File: src/hdl/bcc_pkg.sv
// shared types and constants for the button click classifier
// no dependencies; used by every module of the block
package bcc_pkg;

    localparam int unsigned CntW   = 16;
    localparam int unsigned TallyW = 3;
    localparam int unsigned CodeW  = 3;
    localparam int unsigned CfgIdxW = 2;

    localparam logic [CntW-1:0]   CntMax   = {CntW{1'b1}};
    localparam logic [TallyW-1:0] TallyMax = 3'd4;

    // register indexes on the config channel
    localparam logic [CfgIdxW-1:0] RegFirstPress = 2'd0;
    localparam logic [CfgIdxW-1:0] RegLongPress  = 2'd1;
    localparam logic [CfgIdxW-1:0] RegRepress    = 2'd2;
    localparam logic [CfgIdxW-1:0] RegWindow     = 2'd3;

    localparam logic [CntW-1:0] FirstPressRst = 16'd20;
    localparam logic [CntW-1:0] LongPressRst  = 16'd1500;
    localparam logic [CntW-1:0] RepressRst    = 16'd2;
    localparam logic [CntW-1:0] WindowRst     = 16'd500;

    typedef enum logic [CodeW-1:0] {
        PH_WAIT     = 3'd0,
        PH_PRESSED  = 3'd1,
        PH_RELEASED = 3'd2,
        PH_LONG     = 3'd3,
        PH_DECIDE   = 3'd4
    } phase_t;

    localparam logic [CodeW-1:0] EvNone   = 3'd0;
    localparam logic [CodeW-1:0] EvSingle = 3'd1;
    localparam logic [CodeW-1:0] EvTriple = 3'd3;
    localparam logic [CodeW-1:0] EvLong   = 3'd4;

    typedef struct packed {
        logic [CntW-1:0] first_press_ticks;
        logic [CntW-1:0] long_press_ticks;
        logic [CntW-1:0] repress_ticks;
        logic [CntW-1:0] click_window_ticks;
    } cfg_t;

    typedef struct packed {
        logic [CodeW-1:0] event_res;
        logic [CodeW-1:0] phase;
    } result_t;

    function automatic logic [CntW-1:0] sat_inc(input logic [CntW-1:0] v);
        sat_inc = (v == CntMax) ? v : v + 1'b1;
    endfunction

endpackage

File: src/hdl/bcc_cfg.sv
// threshold registers written over the config channel
// depends on bcc_pkg
module bcc_cfg (
    input  logic                         aclk,
    input  logic                         aresetn,
    input  logic                         cfg_valid,
    output logic                         cfg_ready,
    input  logic [bcc_pkg::CfgIdxW-1:0]  cfg_index,
    input  logic [bcc_pkg::CntW-1:0]     cfg_wdata,
    output bcc_pkg::cfg_t                cfg
);

    bcc_pkg::cfg_t cfg_reg;

    assign cfg_ready = 1'b1;
    assign cfg       = cfg_reg;

    always_ff @(posedge aclk) begin
        if (!aresetn) begin
            cfg_reg.first_press_ticks  <= bcc_pkg::FirstPressRst;
            cfg_reg.long_press_ticks   <= bcc_pkg::LongPressRst;
            cfg_reg.repress_ticks      <= bcc_pkg::RepressRst;
            cfg_reg.click_window_ticks <= bcc_pkg::WindowRst;
        end else if (cfg_valid) begin
            unique case (cfg_index)
                bcc_pkg::RegFirstPress: cfg_reg.first_press_ticks  <= cfg_wdata;
                bcc_pkg::RegLongPress:  cfg_reg.long_press_ticks   <= cfg_wdata;
                bcc_pkg::RegRepress:    cfg_reg.repress_ticks      <= cfg_wdata;
                bcc_pkg::RegWindow:     cfg_reg.click_window_ticks <= cfg_wdata;
                default: ;
            endcase
        end
    end

endmodule

File: src/hdl/bcc_core.sv
// classifier state and its one-tick update
// depends on bcc_pkg
module bcc_core (
    input  logic              aclk,
    input  logic              aresetn,
    input  logic              step,
    input  logic              down,
    input  bcc_pkg::cfg_t     cfg,
    output bcc_pkg::result_t  res
);

    bcc_pkg::phase_t               phase_reg, phase_next;
    logic [bcc_pkg::CntW-1:0]      debounce_reg, debounce_next;
    logic [bcc_pkg::CntW-1:0]      window_reg, window_next;
    logic [bcc_pkg::TallyW-1:0]    tally_reg, tally_next;
    logic [bcc_pkg::CodeW-1:0]     event_res;
    logic [bcc_pkg::CntW-1:0]      deb_inc, win_inc;

    assign deb_inc = bcc_pkg::sat_inc(debounce_reg);
    assign win_inc = bcc_pkg::sat_inc(window_reg);

    always_comb begin
        phase_next    = phase_reg;
        debounce_next = debounce_reg;
        window_next   = window_reg;
        tally_next    = tally_reg;
        event_res     = bcc_pkg::EvNone;
        unique case (phase_reg)
            bcc_pkg::PH_PRESSED: begin
                debounce_next = deb_inc;
                window_next   = win_inc;
                if (!down) begin
                    if (tally_reg < bcc_pkg::TallyMax) begin
                        tally_next = tally_reg + 1'b1;
                    end
                    debounce_next = '0;
                    phase_next    = bcc_pkg::PH_RELEASED;
                end else if (deb_inc >= cfg.long_press_ticks) begin
                    debounce_next = '0;
                    phase_next    = bcc_pkg::PH_LONG;
                    event_res     = bcc_pkg::EvLong;
                end
            end
            bcc_pkg::PH_RELEASED: begin
                if (win_inc <= cfg.click_window_ticks) begin
                    window_next = win_inc;
                    if (down) begin
                        if (deb_inc >= cfg.repress_ticks) begin
                            debounce_next = '0;
                            phase_next    = bcc_pkg::PH_PRESSED;
                        end else begin
                            debounce_next = deb_inc;
                        end
                    end else begin
                        debounce_next = '0;
                    end
                end else begin
                    window_next = '0;
                    phase_next  = bcc_pkg::PH_DECIDE;
                end
            end
            bcc_pkg::PH_LONG: begin
                if (!down) begin
                    phase_next = bcc_pkg::PH_WAIT;
                end
            end
            bcc_pkg::PH_DECIDE: begin
                if (tally_reg >= bcc_pkg::EvSingle && tally_reg <= bcc_pkg::EvTriple) begin
                    event_res = tally_reg;
                end
                tally_next = '0;
                phase_next = bcc_pkg::PH_WAIT;
            end
            default: begin
                // waiting, and any stray code behaves the same
                phase_next = bcc_pkg::PH_WAIT;
                if (down) begin
                    if (deb_inc >= cfg.first_press_ticks) begin
                        debounce_next = '0;
                        phase_next    = bcc_pkg::PH_PRESSED;
                    end else begin
                        debounce_next = deb_inc;
                    end
                end else begin
                    debounce_next = '0;
                    window_next   = '0;
                end
            end
        endcase
    end

    assign res.event_res = event_res;
    assign res.phase     = phase_next;

    always_ff @(posedge aclk) begin
        if (!aresetn) begin
            phase_reg    <= bcc_pkg::PH_WAIT;
            debounce_reg <= '0;
            window_reg   <= '0;
            tally_reg    <= '0;
        end else if (step) begin
            phase_reg    <= phase_next;
            debounce_reg <= debounce_next;
            window_reg   <= window_next;
            tally_reg    <= tally_next;
        end
    end

endmodule

File: src/hdl/button_click_classifier_top.sv
// channel  | dir | beat content
// s_       | in  | tdata[0] key_down, [7:1] zero
// m_       | out | tdata[2:0] event_res, [5:3] phase, [7:6] zero
// cfg_     | in  | cfg_index register, cfg_wdata 16-bit value
//
// one tick per beat, one result beat per input beat; each beat passes through the input
// register, then the state update into the output register
// synchronous active-low reset returns thresholds to defaults, phase to waiting
// a stalled output holds its beat; input is still taken while the input
// register is empty or moving on
//
// top level: input register, classifier core, config registers, output register
// depends on bcc_pkg, bcc_cfg, bcc_core
module button_click_classifier_top (
    input  logic                         aclk,
    input  logic                         aresetn,
    input  logic                         s_tvalid,
    output logic                         s_tready,
    input  logic [7:0]                   s_tdata,    // [0] key_down
    output logic                         m_tvalid,
    input  logic                         m_tready,
    output logic [7:0]                   m_tdata,    // [2:0] event_res, [5:3] phase
    input  logic                         cfg_valid,
    output logic                         cfg_ready,
    input  logic [bcc_pkg::CfgIdxW-1:0]  cfg_index,
    input  logic [bcc_pkg::CntW-1:0]     cfg_wdata
);

    logic             in_valid_reg;
    logic             in_down_reg;
    logic             m_valid_reg;
    bcc_pkg::result_t m_res_reg;
    logic             out_free;
    logic             step;
    bcc_pkg::cfg_t    cfg;
    bcc_pkg::result_t res;

    assign out_free = !m_valid_reg || m_tready;
    assign step     = in_valid_reg && out_free;
    assign s_tready = !in_valid_reg || out_free;

    always_ff @(posedge aclk) begin
        if (!aresetn) begin
            in_valid_reg <= 1'b0;
        end else if (s_tvalid && s_tready) begin
            in_valid_reg <= 1'b1;
        end else if (step) begin
            in_valid_reg <= 1'b0;
        end
    end

    always_ff @(posedge aclk) begin
        if (s_tvalid && s_tready) begin
            in_down_reg <= s_tdata[0];
        end
    end

    bcc_cfg u_cfg (
        .aclk      (aclk),
        .aresetn   (aresetn),
        .cfg_valid (cfg_valid),
        .cfg_ready (cfg_ready),
        .cfg_index (cfg_index),
        .cfg_wdata (cfg_wdata),
        .cfg       (cfg)
    );

    bcc_core u_core (
        .aclk    (aclk),
        .aresetn (aresetn),
        .step    (step),
        .down    (in_down_reg),
        .cfg     (cfg),
        .res     (res)
    );

    always_ff @(posedge aclk) begin
        if (!aresetn) begin
            m_valid_reg <= 1'b0;
        end else if (step) begin
            m_valid_reg <= 1'b1;
        end else if (m_tready) begin
            m_valid_reg <= 1'b0;
        end
    end

    always_ff @(posedge aclk) begin
        if (step) begin
            m_res_reg <= res;
        end
    end

    assign m_tvalid = m_valid_reg;
    assign m_tdata  = {2'b00, m_res_reg.phase, m_res_reg.event_res};

endmodule

File: config.mk
export PLATFORM = sky130hd
export DESIGN_NAME = button_click_classifier_top
export DESIGN_NICKNAME = d
export VERILOG_FILES = /design/src/hdl/bcc_pkg.sv /design/src/hdl/bcc_cfg.sv /design/src/hdl/bcc_core.sv /design/src/hdl/button_click_classifier_top.sv
export SDC_FILE = /design/constraint.sdc
export NUM_CORES = 1
export LEC_CHECK = 0
export BUFFER_PORTS_ARGS = -buffer_cell sky130_fd_sc_hd__buf_2
export CORE_AREA = 2 2 118 120
export DETAILED_ROUTE_END_ITERATION = 8
export DIE_AREA = 0 0 120 122
export MAX_ROUTING_LAYER = met4
export PLACE_DENSITY = 0.79
export SETUP_SLACK_MARGIN = 0.02
export SYNTH_ARGS = -nofsm -noshare
export SYNTH_HDL_FRONTEND = slang
export SYNTH_SLANG_ARGS = --single-unit
File: constraint.sdc
create_clock -name aclk -period 4.85 [get_ports aclk]
set_clock_uncertainty 0.05 [all_clocks]
set_input_delay 0.2425 -clock aclk [delete_from_list [all_inputs] [get_ports aclk]]
set_output_delay 0.2425 -clock aclk [all_outputs]
set_load 0.02 [all_outputs]
-- Word-level counts from Yosys, hierarchy flattened
Index checks and enable logic that the tools add are counted.
- register bits after elaboration: 111
- output and inout port bits: 11
- add/subtract/negate cells: 3
- order comparisons: 7
- equal/unequal tests: 13
- mux-type cells: 33
- bitwise logic cells: 1
- reduce and logical (&&, ||, !) cells: 19
- operator list (cell ; number):
    $mux W16 ; 11
    $pmux W16 S3 ; 2
    $ge A16 B16 Y1 ; 3
    $mux W3 ; 12
    $add A16 B1 Y16 const B ; 2
    $eq A16 B16 Y1 const B ; 2
    $le A16 B16 Y1 ; 1
    $pmux W3 S2 ; 2
    $pmux W3 S4 ; 1
    $reduce_and A2 Y1 ; 4
    $eq A3 B2 Y1 const B ; 2
    $reduce_and A3 Y1 ; 2
    $reduce_bool A2 Y1 ; 3
    $mux W1 ; 5
    $eq A2 B2 Y1 const B ; 2
    $ne A2 B1 Y1 const B ; 2
    $reduce_and A4 Y1 ; 1
    $add A3 B1 Y3 const B ; 1
    $eq A3 B1 Y1 const B ; 1
    $eq A3 B3 Y1 const B ; 1
    $ge A3 B1 Y1 const B ; 1
    $le A3 B2 Y1 const B ; 1
    $logic_and A1 B1 Y1 ; 3
    $lt A3 B3 Y1 const B ; 1
    other kinds (8) ; 10

-- Logic depth before layout (Yosys ltp)
Gate-level depths: netlist of the first run.
- word-level depth: 7
- gate-level depth with buffers: 20
- mapped depth without buffers: 16

-- Modules after synthesis
From an unflattened synthesis of the first run, not the netlist that was laid out.
- cell total of the unflattened synthesis: 777
- area total of the unflattened synthesis: 6786.5 µm²
- by module, submodules not included (module ; instances ; cells each ; area an instance (µm²) ; seq. area each (µm²)):
    bcc_core ; 1 ; 515 ; 3920.0 ; 760.7
    bcc_cfg ; 1 ; 243 ; 2533.7 ; 1281.2
    button_click_classifier_top ; 1 ; 19 ; 332.8 ; 250.2

-- Worst setup path after synthesis of the first run
Ideal clock, no wire load.
- path type: register to register
- from: reg u_core.debounce_reg[0] (netlist name)
- to: reg u_core.debounce_reg[13] (netlist name)
- library setup time: 0.117 ns
- data arrival time: 3.807 ns
- required time: 4.683 ns
- path slack: 0.876 ns
- stages on the path, launching flop included: 18
- cells stage by stage: dfxtp_1 -> ha_1 -> nand2_1 -> nor4_2 -> a21oi_1 -> and3_1 -> xor2_1 -> ha_1 -> nand4_1 -> or3_1 -> nor3_1 -> nor4_1 -> a311oi_4 -> nor2b_2 -> buf_6 -> and3_1 -> buf_6 -> a22o_1
- longest elaborated chain between the ends: 7
- elaborated cells between the ends (all ways): 14
- those cells by class: add/sub: 1; order compare: 3; eq/ne: 1; mux: 9
- ends and longest elaborated chain (element ; RTL line ; text):
    from (decl) ; bcc_core.sv:13 ; logic [bcc_pkg::CntW-1:0] debounce_reg, debounce_next;
    from (signal assigned) ; bcc_core.sv:103 ; debounce_reg <= debounce_next;
    $add A16 B1 Y16 / $eq A16 B16 Y1 (equally long branches) ; bcc_pkg.sv:50 ; sat_inc = (v == CntMax) ? v : v + 1'b1;
    $mux W16 (*) ; bcc_pkg.sv:50 ;
    $ge A16 B16 Y1 ; bcc_core.sv:48 ; if (deb_inc >= cfg.repress_ticks) begin
    $mux W16 ; bcc_core.sv:48 ;
    $mux W16 ; bcc_core.sv:47 ; if (down) begin
    $mux W16 ; bcc_core.sv:45 ; if (win_inc <= cfg.click_window_ticks) begin
    $pmux W16 S3 (*) ; bcc_core.sv:28 ; unique case (phase_reg)
Every way passes the cells marked *; elsewhere a longest branch is shown, timed or not. The select of a mux whose other input is x is not followed.
A chain may end at the register's enable or synchronous reset.

-- Worst setup path after layout of the first run
- from: reg u_core.window_reg[2] (netlist name)
- to: reg u_core.debounce_reg[15] (netlist name)
- longest elaborated chain between the ends: 5
- elaborated cells between the ends (all ways): 6
- those cells by class: add/sub: 1; order compare: 1; eq/ne: 2; mux: 1; reduce/logical: 1
- ends and longest elaborated chain (element ; RTL line ; text):
    from (decl) ; bcc_core.sv:14 ; logic [bcc_pkg::CntW-1:0] window_reg, window_next;
    from (signal assigned) ; bcc_core.sv:104 ; window_reg <= window_next;
    $add A16 B1 Y16 / $eq A16 B16 Y1 (equally long branches) ; bcc_pkg.sv:50 ;
    $mux W16 (*) ; bcc_pkg.sv:50 ;
    $le A16 B16 Y1 (*) ; bcc_core.sv:45 ;
    $ne A2 B1 Y1 (no source line) (*) ; - ;
    $reduce_and A3 Y1 (no source line) (*) ; - ;
Every way passes the cells marked *; elsewhere a longest branch is shown, timed or not.

==> impl_metrics.toml, run 1 <==
[yosys]
syn_area_um2 = 6760
avgSynthCellArea_um2 = 8.11
ys.flop_type = "dfxtp_1"
yosysWarnings = 0
async_reset_ff_share_pct = 0
seq_area_frac_synth_pct = 33.9
ys_ff_latch = 111
synth_edf_count = 7
ys_types = 64
syn_inst = 833

[placement]
numPlacedInstances = 1017
portBuffers = 31
gp_congestion = 0.887
dp_slack_ns = 0.520
detailed_place_hpwl_um = 11600

[timing]
slew_viol_final = 0
setup_viol = 0
fin_crit_sh_pct = 91.8
rsz0062_at_grt = "no"
clock.fmax_mhz = 225
worstMarginPinSlew_ns = 1.16
period_needed_ns = 4.45
finalSetupTns_ns = 0
relSlewSlack_pct = 22.2
fin_ws_ns = 0.399
final-hold-violation-count = 0

[clocking]
cts_tree = "yes"
cts_root_buf = "clkbuf_16"
cts.path.max_buffers = 2
insertion_delay_ns = 0.36
cts_setup_buffers = 0
numCtsBuffers = 9
cts.sinks = 111
cts_max_level = 3
path_clk_slew_ns = 0.08

[detailed_routing]
wl_per_cell_um = 15.4
antenna_left = 0
wl_um = 15900
drt_iter0_markers = 354
vias = 5744
first_pass_iters = 5
via_per_inst = 5.56
drc = 0

[cells_and_area]
drive_gt1_share_pct = 8.90
area_growth_syn_to_layout_pct = 9.79
postLayoutCoreUtil_pct = 55.0
final_cells = 1034
largest_register_ffs = 64
diodes = 0
final_nets = 949

[worst_setup_path]
worstPathMaxFanout = 8
crit_arrival_ns = 4.65
reg2reg_from = "u_core.window_reg[2]"
worstPathRequired_ns = 5.05
rrSetupSlack_ns = 0.40
cp-end-kind = "register"
worstSetupStartpointType = "register"
rr_endpoint = "u_core.debounce_reg[15]"
crit_type = "reg -> reg"
r2r_cells = 16

[die]
num_rows = 43
initial_core_util_pct = 50.1
dieArea_um2 = 14600
die_w_um = 120
coreArea_um2 = 13500
dieHeight_um = 122
io_pins = 42

[global_route]
grt_max_degree = 44
antenna_found_initial = 0
grt_use_total_pct = 23.4
grt_pass1_wl_um = 26500
first_global_vias = 5501
grt.overflow.total = 0

[job]
maxCapViolCount = 0

[hold_path]
whs_path_depth = 3
worstHoldEndpoint = "in_valid_reg"
hp-class = "in -> reg"
worstHoldStart = "s_tvalid"

[status]
outcome = "complete, no violations"

[power_and_ir_drop]
ir_worst_vdd_mv = 0.236
p_per_area_nw_per_um2 = 268
p_leak_nw = 3.05
worst max-delay path by stage:
| stage | slack, ns | to | start | cells past startpoint |
|---|---|---|---|---|
| final | 0.40 | u_core.debounce_reg[15] | u_core.window_reg[2] | 16 |
| after global routing | 0.08 | u_core.debounce_reg[13] | u_core.debounce_reg[0] | 16 |
| after CTS | 0.47 | u_core.debounce_reg[1] | u_core.debounce_reg[0] | 16 |
| after detailed placement | 0.52 | u_core.debounce_reg[14] | u_core.window_reg[2] | 16 |
| after global placement | 0.61 | u_core.window_reg[9] | u_core.window_reg[2] | 17 |
| after floorplan | 0.88 | u_core.debounce_reg[13] | u_core.debounce_reg[0] | 17 |
kinds of logic after synthesis:
group                    share of synthesized area, %
other                                           0.111
buffers and inverters                            6.70
flip-flops                                       33.9
adder cells (fa/ha/maj)                          12.8
multiplexers                                     1.39
AO/OA/AOI/OAI                                    20.1
AND/OR/NAND/NOR                                  22.0
XOR/XNOR                                         2.98
critical path, stage by stage (launching register included):
cell	delay, ns
dfxtp_1	0.47
and4_1	0.31
nand4_1	0.17
nor2_1	0.24
and4_1	0.36
or3_1	0.23
nor2_1	0.07
xor2_1	0.16
ha_1	0.33
nand4_1	0.13
nor4_1	0.36
a21boi_0	0.25
o31a_1	0.33
o21ai_1	0.14
and3_1	0.21
and3_1	0.27
a22o_1	0.27
power breakdown:
group | internal (W) | switching, W
Sequential | 0.000943 | 0.0000124
Combinational | 0.0000585 | 0.000102
Clock | 0.000520 | 0.000354
Total | 0.00152 | 0.000468
layout make-up:
| type | instances | area, um2 |
|---|---|---|
| clock buffers | 11 | 243 |
| fillers | 1217 | 6080 |
| flip-flops and latches | 111 | 2290 |
| well taps | 180 | 225 |
| repair buffers | 46 | 270 |
| multi-input cells | 611 | 4020 |
| clock inverters | 5 | 105 |
| inverters | 70 | 263 |
stage by stage:
step,hold slack [ns],area [um2],total power [W]
finish,0.0775,7420,0.00199
global route,0.0896,7420,0.00204
CTS,0.0751,7420,0.00199
detailed placement,0.371,7060,0.00113
global placement,0.374,7060,0.00113
floorplan,0.291,6760,0.00108
synthesized netlist by cell type (all sizes together), types with 5 or more instances:
cell	number	area share (%)
a211oi	5	0.56
a21boi	63	7.0
a21o	7	0.78
a21oi	28	2.1
a22o	9	1.2
a32o	7	1.0
and2	8	0.74
and3	8	0.74
buf	12	1.1
clkbuf	30	1.7
dfxtp	104	31
edfxtp	7	3.1
ha	69	13
inv	70	3.9
mux2i	6	0.89
nand2	167	9.3
nand2b	5	0.46
nand3	29	2.1
nand4	18	1.7
nor2	38	2.1
nor2b	14	1.3
nor3	6	0.52
o211ai	16	1.8
o21a	7	0.78
o21ai	25	1.9
or3	7	0.72
xnor2	16	2.1
xor2	7	0.91
metal layers:
layer / vias up / GRT usage, % / share of wire, %
met5: - / - / 0
met4: 0 / 8.90 / 2.2
met3: 23 / 2.95 / 4.2
met2: 139 / 39.5 / 48
met1: 2677 / 28.6 / 46
li1: 2905 / - / -
what timing repair did:
item / CTS / global route
gates resized for setup: 0 / 0
hold buffers: 1 / 0
endpoints found under the hold margin: 1 / 0
layout by cell type, fill, tap and decap left out, types with 9 or more instances in the layout:
master and n:
nand3_1 29, a21boi_1 15, clkbuf_16 9, dfxtp_1 104
o211ai_1 16, a22o_1 9, inv_1 69, a21boi_0 48
ha_1 69, buf_2 31, nor2b_1 13, nor2_1 38
xnor2_1 16, buf_4 14, nand4_1 18, a21oi_1 28
nand2_1 167, o21ai_0 23
Note: power is estimated with default switching activity, not from simulation.
==> run 2: changes to the inputs <==
--- a/config.mk
+++ b/config.mk
@@ -6,12 +6,13 @@
 export NUM_CORES = 1
 export LEC_CHECK = 0
 export BUFFER_PORTS_ARGS = -buffer_cell sky130_fd_sc_hd__buf_2
-export CORE_AREA = 2 2 118 120
+export CELL_PAD_IN_SITES_DETAIL_PLACEMENT = 1
+export CELL_PAD_IN_SITES_GLOBAL_PLACEMENT = 1
+export CORE_AREA = 2 2 125 127
 export DETAILED_ROUTE_END_ITERATION = 8
-export DIE_AREA = 0 0 120 122
+export DIE_AREA = 0 0 127 129
 export MAX_ROUTING_LAYER = met4
-export PLACE_DENSITY = 0.79
-export SETUP_SLACK_MARGIN = 0.02
+export PLACE_DENSITY = 0.89
 export SYNTH_ARGS = -nofsm -noshare
 export SYNTH_HDL_FRONTEND = slang
 export SYNTH_SLANG_ARGS = --single-unit
==> run 2 against run 1 <==
Effect of this change:
- flip-flop and latch count is the same
- critical path depth unchanged
- die area increased by 12%
==> impl_metrics.toml, run 2 (synthesis results as in run 1) <==
[worst_setup_path]
crit_slowest_cell = "dfxtp_1"
path_cells = "and4_1 > nand4_1 > nor2_1 > and4_1 > or3_1 > nor2_1 > xor2_1 > ha_1 > nand4_1 > nor4_2 > a21boi_0 > o31a_1 > o21ai_1 > and3_1 > and3_1 > a22o_1"
crit_arrival_ns = 4.82
rr_endpoint = "u_core.debounce_reg[2]"
critPathMaxStageDelay_ns = 0.47
reg2reg_from = "u_core.window_reg[2]"
path_delay_family = "simple AND/OR/NAND/NOR gates"
path_buf_inv = 0
r2r_cells = 16
cp-end-kind = "register"
worstSetupStartpointType = "register"
rrSetupSlack_ns = 0.23
worstPathMaxFanout = 8
crit_type = "reg -> reg"
worstPathRequired_ns = 5.05

[global_route]
first_global_vias = 6123
antenna_found_initial = 0
grtUsageMet3_pct = 2.83
grtUsageMet2_pct = 42.5
grt.busiest_layer = "met2"
grt.overflow.total = 0
grt_max_degree = 65
use_met1_pct = 31.9
grt_pass1_wl_um = 31900
grt_use_total_pct = 25.4

[timing]
hold_ws_ns = 0.0108
fin_ws_ns = 0.230
slew_viol_final = 0
period_needed_ns = 4.62
final-hold-violation-count = 0
clock.fmax_mhz = 216
worstMarginPinSlew_ns = 0.756
fin_crit_sh_pct = 95.2
setup_viol = 0
finalSetupTns_ns = 0
relSlewSlack_pct = 49.6

[power_and_ir_drop]
ir_worst_vdd_mv = 0.180
p_leak_nw = 3.04
p_per_area_nw_per_um2 = 251

[detailed_routing]
vias = 6040
wl_um = 19400
drc = 0
via_per_inst = 5.80
first_pass_iters = 5
drt_iter0_markers = 347
antenna_left = 0
wl_per_cell_um = 18.6

[cells_and_area]
layout_commonest_cell = "nand2_1"
diodes = 0
largest_register_ffs = 64
drive_gt1_share_pct = 9.03
area_growth_syn_to_layout_pct = 8.98
layout_common_cells = "nand2_1, dfxtp_1, inv_1, ha_1, a21boi_0"
final_nets = 948

[hold_path]
whs_path_depth = 1
worstHoldStart = "s_tdata[0]"
hp-class = "in -> reg"
worstHoldEndpoint = "in_down_reg"

[clocking]
cts_root_buf = "clkbuf_16"
cts_max_level = 3
cts.path.max_buffers = 2
cts_setup_buffers = 0
cts_tree = "yes"
numCtsBuffers = 9
cts.sinks = 111
insertion_delay_ns = 0.36
path_clk_slew_ns = 0.07

[die]
die_w_um = 127
io_pins = 42
num_rows = 45
coreArea_um2 = 15000
dieArea_um2 = 16400
initial_core_util_pct = 45.1
dieHeight_um = 129

[job]
maxCapViolCount = 0

[placement]
gp_congestion = 0.875
dp_slack_ns = 0.461
portBuffers = 31
detailed_place_hpwl_um = 13800

[status]
outcome = "complete, no violations"
run 2: layer usage:
layer	vias up	part of all wire [%]
met5	-	0
met1	2974	44
li1	2906	-
met2	129	49
met3	31	3.9
met4	0	2.4
run 2: per-stage QoR:
step	cells	cell area, um2	util (%)	power [W]
2_1_floorplan	834	6760	-	0.00108
3_3_place_gp	1025	7070	47.2	0.00113
3_5_place_dp	1025	7070	47.2	0.00114
4_1_cts	1041	7350	49.1	0.00186
5_1_grt	1041	7370	49.2	0.00191
6_report	1041	7370	49.2	0.00185
run 2: report_power, final:
part	internal, W	switching [W]
logic	0.0000591	0.000108
clock network	0.000377	0.000349
registers	0.000943	0.0000130
total	0.00138	0.000470
run 2: area by class of cell:
cell class	instances	area, um2
Clock buffer	13	260
Clock inverter	3	18.8
Fill cell	1838	7610
Inverter	70	263
Multi-Input combinational cell	611	4040
Sequential cell	111	2290
Tap cell	188	235
Timing Repair Buffer	45	260
run 2: worst max path at each step:
stage | start | to | slack [ns] | cells past startpoint
detailed placement | u_core.debounce_reg[0] | u_core.debounce_reg[10] | 0.46 | 15
global route | u_core.window_reg[2] | u_core.debounce_reg[12] | -0.02 | 16
finish | u_core.window_reg[2] | u_core.debounce_reg[2] | 0.23 | 16
global placement | u_core.debounce_reg[0] | u_core.debounce_reg[12] | 0.60 | 15
CTS | u_core.window_reg[2] | u_core.debounce_reg[2] | 0.31 | 16
floorplan | u_core.debounce_reg[0] | u_core.debounce_reg[13] | 0.88 | 17
run 2: repair_timing:
action	4_1_cts	5_1_grt
endpoints found under the setup margin	0	8
gates resized for setup	0	2
hold buffers	0	0
run 2: worst reg2reg max path, stage by stage, from the launching register on:
cell and delay [ns]:
dfxtp_1 0.47, and4_1 0.32, nand4_1 0.21, nor2_1 0.27, and4_1 0.24, or3_1 0.21, nor2_1 0.08, xor2_1 0.17
ha_1 0.35, nand4_1 0.17, nor4_2 0.41, a21boi_0 0.30, o31a_1 0.34, o21ai_1 0.14, and3_1 0.22, and3_1 0.29
a22o_1 0.28
